$ cat src/hw/rtl/bitp_pkg.sv
// Shared types, constants and character helpers for the based integer text parser.
// Depends on nothing; the parse step, result register and top level import it.
`default_nettype none

package bitp_pkg;

    localparam int WORD_BITS  = 32;
    localparam int COUNT_BITS = 12;
    localparam int BASE_BITS  = 6;
    localparam int DIGIT_BITS = 6;

    localparam logic [COUNT_BITS-1:0] END_CAP   = {COUNT_BITS{1'b1}};
    localparam logic [DIGIT_BITS-1:0] NOT_DIGIT = {DIGIT_BITS{1'b1}};

    localparam logic [1:0] STATUS_OK        = 2'd0;
    localparam logic [1:0] STATUS_NO_DIGITS = 2'd1;
    localparam logic [1:0] STATUS_BAD_BASE  = 2'd2;
    localparam logic [1:0] STATUS_OVERFLOW  = 2'd3;

    localparam logic [BASE_BITS-1:0] BASE_RESET = 6'd10;

    typedef struct packed {
        logic [WORD_BITS-1:0]  value;
        logic [1:0]            status;
        logic [COUNT_BITS-1:0] offset;
    } result_t;

    function automatic logic [DIGIT_BITS-1:0] digit_value(input logic [7:0] c);
        logic [7:0] d;
        begin
            d = 8'd99;
            if (c inside {[8'h30:8'h39]}) begin
                d = c - 8'h30;
            end else if (c inside {[8'h61:8'h7a]}) begin
                d = c - 8'h61 + 8'd10;
            end else if (c inside {[8'h41:8'h5a]}) begin
                d = c - 8'h41 + 8'd10;
            end
            digit_value = (d == 8'd99) ? NOT_DIGIT : d[DIGIT_BITS-1:0];
        end
    endfunction

    function automatic logic is_space(input logic [7:0] c);
        is_space = c inside {8'h20, [8'h09:8'h0d]};
    endfunction

endpackage

`default_nettype wire

$ cat src/hw/rtl/bitp_in_stage.sv
// Input register of the parser: holds one text byte until the parse step takes it.
// Depends on no other file; it is a plain one-entry stage.
`default_nettype none

module bitp_in_stage (
    input  wire logic       aclk,
    input  wire logic       aresetn,
    input  wire logic       s_valid,
    output logic            s_ready,
    input  wire logic [7:0] s_char_byte,
    input  wire logic       take,
    output logic            byte_valid,
    output logic [7:0]      byte_data
);

    logic       valid_reg;
    logic       valid_next;
    logic [7:0] data_reg;

    assign s_ready    = !valid_reg || take;
    assign byte_valid = valid_reg;
    assign byte_data  = data_reg;

    always_comb begin
        valid_next = valid_reg;
        if (take) begin
            valid_next = 1'b0;
        end
        if (s_valid && s_ready) begin
            valid_next = 1'b1;
        end
    end

    always_ff @(posedge aclk) begin
        if (!aresetn) begin
            valid_reg <= 1'b0;
        end else begin
            valid_reg <= valid_next;
        end
    end

    always_ff @(posedge aclk) begin
        if (s_valid && s_ready) begin
            data_reg <= s_char_byte;
        end
    end

endmodule

`default_nettype wire

$ cat src/hw/rtl/bitp_parse_step.sv
// Parse state of one text and the combinational step that folds in the next byte.
// Depends on bitp_pkg for widths, status codes, the result type and character helpers.
`default_nettype none

module bitp_parse_step (
    input  wire logic                           aclk,
    input  wire logic                           aresetn,
    input  wire logic                           advance,
    input  wire logic [7:0]                     byte_data,
    input  wire logic [bitp_pkg::BASE_BITS-1:0] number_base,
    output logic                                result_valid,
    output bitp_pkg::result_t                   result
);

    import bitp_pkg::*;

    localparam logic [2:0] PH_SKIP     = 3'd0;
    localparam logic [2:0] PH_SIGNED   = 3'd1;
    localparam logic [2:0] PH_ZERO     = 3'd2;
    localparam logic [2:0] PH_ZERO_X   = 3'd3;
    localparam logic [2:0] PH_DIGITS   = 3'd4;
    localparam logic [2:0] PH_STOPPED  = 3'd5;
    localparam logic [2:0] PH_BAD_BASE = 3'd6;

    logic [2:0]            phase_reg, phase_next;
    logic                  neg_reg, neg_next;
    logic [WORD_BITS-1:0]  acc_reg, acc_next;
    logic                  ovf_reg, ovf_next;
    logic [BASE_BITS-1:0]  base_reg, base_next;
    logic [COUNT_BITS-1:0] count_reg, count_next;
    logic [COUNT_BITS-1:0] stop_reg, stop_next;
    logic                  seen_reg, seen_next;

    logic [DIGIT_BITS-1:0]          digit;
    logic                           begin_num;
    logic                           digit_or_stop;
    logic                           take_digit;
    logic [DIGIT_BITS-1:0]          take_val;
    logic [BASE_BITS-1:0]           mul_base;
    logic [WORD_BITS-1:0]           acc_src;
    logic [WORD_BITS+BASE_BITS-1:0] product;
    logic                           is_nul;

    assign digit  = digit_value(byte_data);
    assign is_nul = (byte_data == 8'h00);

    always_comb begin
        phase_next    = phase_reg;
        neg_next      = neg_reg;
        acc_next      = acc_reg;
        ovf_next      = ovf_reg;
        base_next     = base_reg;
        count_next    = count_reg;
        stop_next     = stop_reg;
        seen_next     = seen_reg;
        begin_num     = 1'b0;
        digit_or_stop = 1'b0;
        take_digit    = 1'b0;
        take_val      = digit;
        mul_base      = base_reg;
        acc_src       = acc_reg;
        product       = '0;
        result        = '0;

        case (phase_reg)
            PH_SKIP: begin
                if (is_space(byte_data)) begin
                    phase_next = PH_SKIP;
                end else if (byte_data == 8'h2d) begin
                    neg_next   = 1'b1;
                    phase_next = PH_SIGNED;
                end else if (byte_data == 8'h2b) begin
                    phase_next = PH_SIGNED;
                end else begin
                    begin_num = 1'b1;
                end
            end
            PH_SIGNED: begin
                begin_num = 1'b1;
            end
            PH_ZERO: begin
                if (byte_data == 8'h78 || byte_data == 8'h58) begin
                    phase_next = PH_ZERO_X;
                end else begin
                    digit_or_stop = 1'b1;
                end
            end
            PH_ZERO_X: begin
                if (digit < 6'd16) begin
                    base_next  = 6'd16;
                    mul_base   = 6'd16;
                    acc_src    = '0;
                    take_digit = 1'b1;
                    phase_next = PH_DIGITS;
                end else begin
                    phase_next = PH_STOPPED;
                end
            end
            PH_DIGITS: begin
                digit_or_stop = 1'b1;
            end
            default: begin
                phase_next = phase_reg;
            end
        endcase

        if (begin_num) begin
            if (number_base == 6'd1 || number_base > 6'd36) begin
                phase_next = PH_BAD_BASE;
            end else if (byte_data == 8'h30 &&
                         (number_base == 6'd0 || number_base == 6'd16)) begin
                base_next  = (number_base == 6'd0) ? 6'd8 : 6'd16;
                mul_base   = base_next;
                take_val   = '0;
                take_digit = 1'b1;
                phase_next = PH_ZERO;
            end else begin
                base_next     = (number_base == 6'd0) ? 6'd10 : number_base;
                mul_base      = base_next;
                digit_or_stop = 1'b1;
            end
        end

        if (digit_or_stop) begin
            if (digit < mul_base) begin
                take_digit = 1'b1;
                phase_next = PH_DIGITS;
            end else begin
                phase_next = PH_STOPPED;
            end
        end

        if (take_digit) begin
            product   = acc_src * mul_base + (WORD_BITS + BASE_BITS)'(take_val);
            acc_next  = product[WORD_BITS-1:0];
            ovf_next  = ovf_reg || (product[WORD_BITS+BASE_BITS-1:WORD_BITS] != '0);
            seen_next = 1'b1;
            stop_next = (count_reg == END_CAP) ? END_CAP : count_reg + 1'b1;
        end

        if (!is_nul) begin
            if (count_reg != END_CAP) begin
                count_next = count_reg + 1'b1;
            end
        end else begin
            if (phase_next == PH_BAD_BASE) begin
                result.status = STATUS_BAD_BASE;
            end else if (!seen_next) begin
                result.status = STATUS_NO_DIGITS;
            end else if (ovf_next) begin
                result.value  = '1;
                result.status = STATUS_OVERFLOW;
                result.offset = stop_next;
            end else begin
                result.value  = neg_next ? (~acc_next + 1'b1) : acc_next;
                result.status = STATUS_OK;
                result.offset = stop_next;
            end
            phase_next = PH_SKIP;
            neg_next   = 1'b0;
            acc_next   = '0;
            ovf_next   = 1'b0;
            base_next  = '0;
            count_next = '0;
            stop_next  = '0;
            seen_next  = 1'b0;
        end
    end

    assign result_valid = advance && is_nul;

    always_ff @(posedge aclk) begin
        if (!aresetn) begin
            phase_reg <= PH_SKIP;
            neg_reg   <= 1'b0;
            acc_reg   <= '0;
            ovf_reg   <= 1'b0;
            base_reg  <= '0;
            count_reg <= '0;
            stop_reg  <= '0;
            seen_reg  <= 1'b0;
        end else if (advance) begin
            phase_reg <= phase_next;
            neg_reg   <= neg_next;
            acc_reg   <= acc_next;
            ovf_reg   <= ovf_next;
            base_reg  <= base_next;
            count_reg <= count_next;
            stop_reg  <= stop_next;
            seen_reg  <= seen_next;
        end
    end

`ifndef SYNTHESIS
    a_stop_tracks_digits: assert property (@(posedge aclk) disable iff (!aresetn)
        !seen_reg |-> (stop_reg == '0 && acc_reg == '0))
        else $error("stop offset or value set without any digit");

    a_bad_base_quiet: assert property (@(posedge aclk) disable iff (!aresetn)
        phase_reg == PH_BAD_BASE |-> !seen_reg)
        else $error("digits taken after a bad base");

    a_stop_not_past_count: assert property (@(posedge aclk) disable iff (!aresetn)
        stop_reg <= count_reg)
        else $error("stop offset lies beyond the bytes counted");
`endif

endmodule

`default_nettype wire

$ cat src/hw/rtl/bitp_out_stage.sv
// Result register of the parser: holds one finished result word until it is taken.
// Depends on bitp_pkg for the result type.
`default_nettype none

module bitp_out_stage (
    input  wire logic                            aclk,
    input  wire logic                            aresetn,
    input  wire logic                            load,
    input  wire bitp_pkg::result_t               result,
    output logic                                 can_load,
    output logic                                 m_valid,
    input  wire logic                            m_ready,
    output logic [bitp_pkg::WORD_BITS-1:0]       m_parsed_value,
    output logic [1:0]                           m_parse_status,
    output logic [bitp_pkg::COUNT_BITS-1:0]      m_end_offset
);

    import bitp_pkg::*;

    logic    valid_reg;
    logic    valid_next;
    result_t data_reg;

    assign can_load       = !valid_reg || m_ready;
    assign m_valid        = valid_reg;
    assign m_parsed_value = data_reg.value;
    assign m_parse_status = data_reg.status;
    assign m_end_offset   = data_reg.offset;

    always_comb begin
        valid_next = valid_reg;
        if (m_ready) begin
            valid_next = 1'b0;
        end
        if (load) begin
            valid_next = 1'b1;
        end
    end

    always_ff @(posedge aclk) begin
        if (!aresetn) begin
            valid_reg <= 1'b0;
        end else begin
            valid_reg <= valid_next;
        end
    end

    always_ff @(posedge aclk) begin
        if (load) begin
            data_reg <= result;
        end
    end

endmodule

`default_nettype wire

$ cat src/hw/rtl/based_integer_text_parser_core.sv
// Top level of the based integer text parser: input register, parse step, result register.
// Depends on bitp_pkg, bitp_in_stage, bitp_parse_step and bitp_out_stage.
//
//   Channel   Ports                                          Moves
//   input     s_valid, s_ready, s_char_byte                  one text byte per word
//   result    m_valid, m_ready, m_parsed_value,              one result word per text,
//             m_parse_status, m_end_offset                   given on the NUL byte
//   config    cfg_wr_en, cfg_wr_data                         the number base register
//
// A byte is taken every cycle unless a NUL stalls; it is parsed from the input register.
// The result of a text is shown in the cycle after its NUL byte is parsed.
// The multiply-add of the accumulator by the base sets the length of the step.
// Reset clears the parse state and sets the base to ten; it needs no clearing pass.
// Only a NUL byte waits for the result register, so other bytes pass a stalled output.
`default_nettype none

module based_integer_text_parser_core (
    input  wire logic                            aclk,
    input  wire logic                            aresetn,
    input  wire logic                            s_valid,
    output logic                                 s_ready,
    input  wire logic [7:0]                      s_char_byte,
    output logic                                 m_valid,
    input  wire logic                            m_ready,
    output logic [bitp_pkg::WORD_BITS-1:0]       m_parsed_value,
    output logic [1:0]                           m_parse_status,
    output logic [bitp_pkg::COUNT_BITS-1:0]      m_end_offset,
    input  wire logic                            cfg_wr_en,
    input  wire logic [bitp_pkg::BASE_BITS-1:0]  cfg_wr_data
);

    import bitp_pkg::*;

    logic [BASE_BITS-1:0] base_reg;
    logic                 byte_valid;
    logic [7:0]           byte_data;
    logic                 take;
    logic                 can_load;
    logic                 result_valid;
    result_t              result;

    always_ff @(posedge aclk) begin
        if (!aresetn) begin
            base_reg <= BASE_RESET;
        end else if (cfg_wr_en) begin
            base_reg <= cfg_wr_data;
        end
    end

    assign take = byte_valid && (byte_data != 8'h00 || can_load);

    bitp_in_stage u_in (
        .aclk        (aclk),
        .aresetn     (aresetn),
        .s_valid     (s_valid),
        .s_ready     (s_ready),
        .s_char_byte (s_char_byte),
        .take        (take),
        .byte_valid  (byte_valid),
        .byte_data   (byte_data)
    );

    bitp_parse_step u_step (
        .aclk         (aclk),
        .aresetn      (aresetn),
        .advance      (take),
        .byte_data    (byte_data),
        .number_base  (base_reg),
        .result_valid (result_valid),
        .result       (result)
    );

    bitp_out_stage u_out (
        .aclk           (aclk),
        .aresetn        (aresetn),
        .load           (result_valid),
        .result         (result),
        .can_load       (can_load),
        .m_valid        (m_valid),
        .m_ready        (m_ready),
        .m_parsed_value (m_parsed_value),
        .m_parse_status (m_parse_status),
        .m_end_offset   (m_end_offset)
    );

`ifndef SYNTHESIS
    a_nul_waits_for_output: assert property (@(posedge aclk) disable iff (!aresetn)
        (m_valid && !m_ready && byte_valid && byte_data == 8'h00) |-> !take)
        else $error("NUL byte parsed while the result register is still full");

    a_load_only_on_nul: assert property (@(posedge aclk) disable iff (!aresetn)
        result_valid |-> (take && byte_data == 8'h00))
        else $error("result produced by a byte that is not NUL");

    a_no_digits_zero: assert property (@(posedge aclk) disable iff (!aresetn)
        (m_valid && (m_parse_status == STATUS_NO_DIGITS ||
                     m_parse_status == STATUS_BAD_BASE))
        |-> (m_parsed_value == '0 && m_end_offset == '0))
        else $error("empty or bad-base result carries a value or offset");

    a_reset_empties_output: assert property (@(posedge aclk)
        !aresetn |=> !m_valid)
        else $error("result shown straight after reset");
`endif

endmodule

`default_nettype wire
$ cat config.mk
export PLATFORM = sky130hd
export DESIGN_NAME = based_integer_text_parser_core
export DESIGN_NICKNAME = d
export VERILOG_FILES = /design/src/hw/rtl/bitp_pkg.sv /design/src/hw/rtl/bitp_in_stage.sv /design/src/hw/rtl/bitp_parse_step.sv /design/src/hw/rtl/bitp_out_stage.sv /design/src/hw/rtl/based_integer_text_parser_core.sv
export SDC_FILE = /design/constraint.sdc
export NUM_CORES = 1
export LEC_CHECK = 0
export BUFFER_PORTS_ARGS = -buffer_cell sky130_fd_sc_hd__buf_4
export CELL_PAD_IN_SITES_DETAIL_PLACEMENT = 1
export CELL_PAD_IN_SITES_GLOBAL_PLACEMENT = 2
export CORE_ASPECT_RATIO = 0.8
export CORE_MARGIN = 2
export CORE_UTILIZATION = 36
export CTS_CLUSTER_SIZE = 20
export DETAILED_ROUTE_END_ITERATION = 7
export PLACE_DENSITY_LB_ADDON = 0.1
export SETUP_SLACK_MARGIN = 0.1
export SYNTH_ARGS = -nofsm -noshare
export SYNTH_HDL_FRONTEND = slang
export SYNTH_SLANG_ARGS = --single-unit
$ cat constraint.sdc
create_clock -name aclk -period 8.6 [get_ports aclk]
set_input_delay 0.86 -clock aclk [delete_from_list [all_inputs] [get_ports aclk]]
set_output_delay 0.86 -clock aclk [all_outputs]
set_load 0.01 [all_outputs]
# Word-level counts from Yosys, hierarchy flattened
# Index checks and enable logic that the tools add are counted.
# classes
magnitude_cmp	11
n_reduce_logical	29
shifts	0
n_mux	68
mul	1
n_eq_ne	16
div_mod_pow	0
n_addsub	8
bitwise	3
# op_table
operator	n
$mux 32	5
$mux 6	11
$mux 12	5
$mux 46	1
$add 38x6->38	1
$mul 32x6->38	1
$add 32x1->32 const B	1
$eq 8x6->1 const B	4
$not 32->32	1
$mux 1	28
$mux 3	9
$eq 8x7->1 const B	3
$mux 8	3
$add 8x4->8 const B	2
$ge 8x7->1 const B	2
$le 8x7->1 const B	2
$sub 8x7->8 const B	2
$add 12x1->12 const B	1
$eq 12x12->1 const B	1
$ne 12x12->1 const B	1
$pmux 3 s3	1
$ge 8x4->1 const B	1
$ge 8x6->1 const B	1
$le 8x4->1 const B	1
26 further kinds	48
# totals
regBits	130
latchBits	0
ram_bits	0
output_inout_bits	48
in_bits	19
mem_count	0
rom_bits	0

# Logic depth before layout (Yosys ltp)
# logic_depth
word_depth	22
mapped_depth	35
depth_no_buf	32

# By module
# From an unflattened synthesis, not the netlist that was laid out.
# hier_totals
hier_cells	1739
area_unflattened_um2	14666.6
# by_module_without_submodules
mod	area_per_inst_um2	n_inst	seq_area_each_um2	cells_each
bitp_parse_step	12689.7	1	1361.3	1652
bitp_out_stage	1430.1	1	1401.3	50
bitp_in_stage	297.8	1	260.2	13
based_integer_text_parser_core	249.0	1	120.1	24

# Worst setup path before layout
# No wires, ideal clock.
# synth_timing
path_type	register -> register
from	register u_in.data_reg[0] (netlist: u_in.byte_data[0])
to	register u_out.data_reg, in the netlist u_out.m_parsed_value[30], data pin
n_path_buf	2
arrival_ns	8.472
period_less_slack_ns	8.742
required_time_ns	8.330
setup_ns	0.270
path_stages_with_launch	35
path_slack_ns	-0.142
cell_sequence	edfxtp_1 > inv_1 > ha_1 > or4b_4 > a311o_1 > o21ai_2 > a311o_1 > o21ai_2 > or2_2 > clkbuf_1 > and3_1 > a21oi_1 > clkbuf_1 > nor2_1 > fa_1 > inv_1 > fa_1 > inv_1 > fa_1 > inv_1 > fa_1 > inv_1 > ha_1 > a211o_1 > a211o_1 > o21ai_1 > xnor2_1 > or3_1 > or4b_2 > a211oi_1 > a31o_2 > a31o_2 > a41oi_2 > xnor2_1 > a21oi_1
# synth_via
elab_chain_len	20
elab_cells_between_ends	89
classes_between	add/sub (7); mul (1); order compare (10); eq/ne (8); mux (49); bitwise (3); reduce/logical (11)
# synth_rtl
element	line	rtl
from (decl)	bitp_in_stage.sv:18	logic [7:0] data_reg;
from (signal assigned)	bitp_in_stage.sv:44	data_reg <= s_char_byte;
parallel branches: the longest is 20 deep, another holds $sub 8x7->8	-	
to (signal assigned)	bitp_out_stage.sv:50	data_reg <= result;
to (decl)	bitp_out_stage.sv:22	result_t data_reg;
# Parallel ways; which one is timed is not known.
# A chain may end at the register's enable or synchronous reset.

# Worst setup path after layout
# layout_timing
from	register u_in.data_reg[0] (netlist: u_in.byte_data[0])
to	register u_out.data_reg, in the netlist u_out.m_parsed_value[25], data pin
# The elaborated chain is that of the path after synthesis.

==> key figures <==
Timing
  – RSZ-0062 raised after global routing: no
  – Final hold viol count: 0
  – Fin Hold WS: 476 ps
  – Worst slew pin tran: 1100 ps
  – Clock skew: 10.3 ps
  – Final setup viols: 0
  – Max Slew Vio Count: 0
  – Achievable Freq: 121 MHz
  – Crit path time final: 8280 ps
  – Slew headroom: 26.5%
  – TNS Setup: 0 ps
  – Tcrit/Tclk final: 96.3%

Route
  – Antenna-violating nets left: 0
  – Residual DRC: 0
  – Via density: 5.44
  – DRT Wirelength: 51900 um
  – 1st-iter DRT viols: 705
  – Vias: 13200
  – WL/cell: 21.3 um
  – Drt pass-1 iters: 4

Synth
  – Ys flop type: dfxtp_1
  – FF+latch count, synth: 130
  – Distinct cells, synth: 101
  – Mapped Avg Cell Area: 8.56 um2
  – Sequential fraction of the synthesis area: 21.9%
  – Netlist Area Pre-Place: 0.0143 mm2
  – Number of synthesized flops with an enable pin: 54
  – Synth warn: 0
  – Syn_nets: 1916
  – Async SR Flop Fraction: 0%
  – Syn Inst Count: 1675

Die
  – Die width: 227 um
  – Die ar.: 0.0414 mm2
  – # rows: 65
  – # IOs: 67
  – Chip Height: 182 um
  – Core area: 0.0394 mm2
  – Initial core utilization: 36.4%

Clocking
  – CTS Buffer Depth: 2
  – Hold_buf cts: 0
  – TritonCTS Buffers: 17
  – Worst skew pair latency: 430 ps
  – H-tree lvl count: 4
  – Clk root buf: clkbuf_16
  – Sink Count: 130
  – CTS tree: done
  – Worst-path clk slew: 60 ps

Layout
  – Fin area: 0.0180 mm2
  – # diodes: 0
  – Most frequent cells in the layout: nor2_1 (267), buf_4 (267), nand2_1 (138), fa_1 (123), a21oi_1 (104)
  – # nets final: 2129
  – Fraction of layout cells with a size suffix above 1: 24.1%
  – Fillers: 4644
  – Layout area overhead: 25.7%

Worst setup path
  – Worst stage delay on the critical path: 530 ps
  – Worst path slowest cell: fa_1
  – CP endpoint kind: flop
  – CP Buf/Inv Count: 8
  – Critical path data arrival time: 8430 ps
  – Delay-heaviest family, CP: adder cells
  – CP Class: reg2reg
  – CP required: 8750 ps
  – CP max FO: 8
  – Crit start category: flop

Placement
  – GP Congestion: 0.900
  – DP HPWL: 40700 um
  – Placed instance area: 0.0167 mm2
  – Port Buffers: 66

Pwr
  – Peak VDD IR: 0.000143 V
  – Static leakage: 7.99 nW
  – Power Density: 130 mW/mm2

Outcome
  – Outcome: finished, final reports clean

Global route
  – GRT Overall Usage: 25.5%
  – First-pass GRT wire length: 81300 um
  – Total gr overflow: 0
  – Largest net degree at the start of global routing: 75
  – Vias in the first global route: 14000
  – Initial antenna violation count: 0

Min path
  – Worst Hold Class: reg2reg

Run
  – Max-capacitance violation count: 0
power breakdown:
group | switching [mW] | internal [mW]
registers | 0.0208 | 0.652
logic | 0.495 | 0.326
clock network | 0.294 | 0.560
cell type report:
cell class	count	area, um2	share of cell area [%]
multi-input cells	1391	11000	61.3
repair buffers	282	2240	12.4
well taps	536	671	3.72
clock inverters	14	230	1.28
flip-flops and latches	130	3140	17.4
inverters	66	248	1.37
clock buffers	18	450	2.50
cell families after synthesis:
family | share of synthesized area (%)
simple gates | 24.1
mux | 2.22
flops | 21.9
compound gates | 17.6
xor+xnor | 3.73
fa+ha+maj | 25.9
buf+inv | 4.55
worst register-to-register path: cells and delay by family (launching register included):
| kind | cells | cell delay [ps] |
|---|---|---|
| adder cells (fa/ha/maj) | 6 | 2330 |
| AO/OA/AOI/OAI | 12 | 2210 |
| AND/OR/NAND/NOR | 7 | 1710 |
| buffers and inverters | 8 | 850 |
| flip-flops | 1 | 480 |
| XOR/XNOR | 2 | 400 |
worst paths after layout:
path                                         start                  endpoint  slack, ps  cells past startpoint
worst max-delay path             u_in.byte_data[0]  u_out.m_parsed_value[25]        320                     35
worst min-delay path            u_step.stop_reg[1]        u_step.stop_reg[1]        480                      2
worst max register to register   u_in.byte_data[0]  u_out.m_parsed_value[25]        320                     35
worst min register to register  u_step.stop_reg[1]        u_step.stop_reg[1]        480                      2
per-stage QoR:
| stage | cells | util (%) | total power, mW | setup slack [ps] |
|---|---|---|---|---|
| 4_1_cts | 2423 | 44.4 | 2.31 | 103 |
| 6_report | 2437 | 45.8 | 2.35 | 320 |
| 3_3_place_gp | 2385 | 42.4 | 1.43 | 40.2 |
| 5_1_grt | 2437 | 45.8 | 2.46 | 20.0 |
| 3_5_place_dp | 2385 | 42.4 | 1.44 | -219 |
| 2_1_floorplan | 1675 | - | 1.14 | 102 |
metal layers:
metal  GRT usage [%]  vias to the layer above  wire [um]  part of all wire [%]
met5               0                        -          0                     0
met4            3.29                        0        501                  0.97
met3            4.14                       32       2000                   3.8
met2            41.5                      199      24200                    47
met1            36.4                     6735      25200                    49
li1                -                     6283          -                     -
cell usage after synthesis, types with 32 or more instances:
master | count | share of area, %
edfxtp_1 | 54 | 11
a22oi_1 | 32 | 1.7
inv_1 | 66 | 1.7
a21oi_1 | 111 | 3.9
fa_1 | 124 | 17
nor3_1 | 44 | 1.5
o21ai_0 | 71 | 2.5
xnor2_1 | 36 | 2.2
nand2_1 | 142 | 3.7
clkbuf_1 | 65 | 1.7
ha_1 | 98 | 8.6
dfxtp_1 | 76 | 11
nor2b_1 | 54 | 2.4
nor2_1 | 272 | 7.1
what timing repair did:
item                                    CTS  global route
buffers inserted                          6            14
gates cloned                              0             0
pin swaps                                 9            45
hold endpoints to repair                  0             0
gates resized for setup                  15            94
endpoints found under the setup margin   35            36
Note: power is estimated with default switching activity, not from simulation.
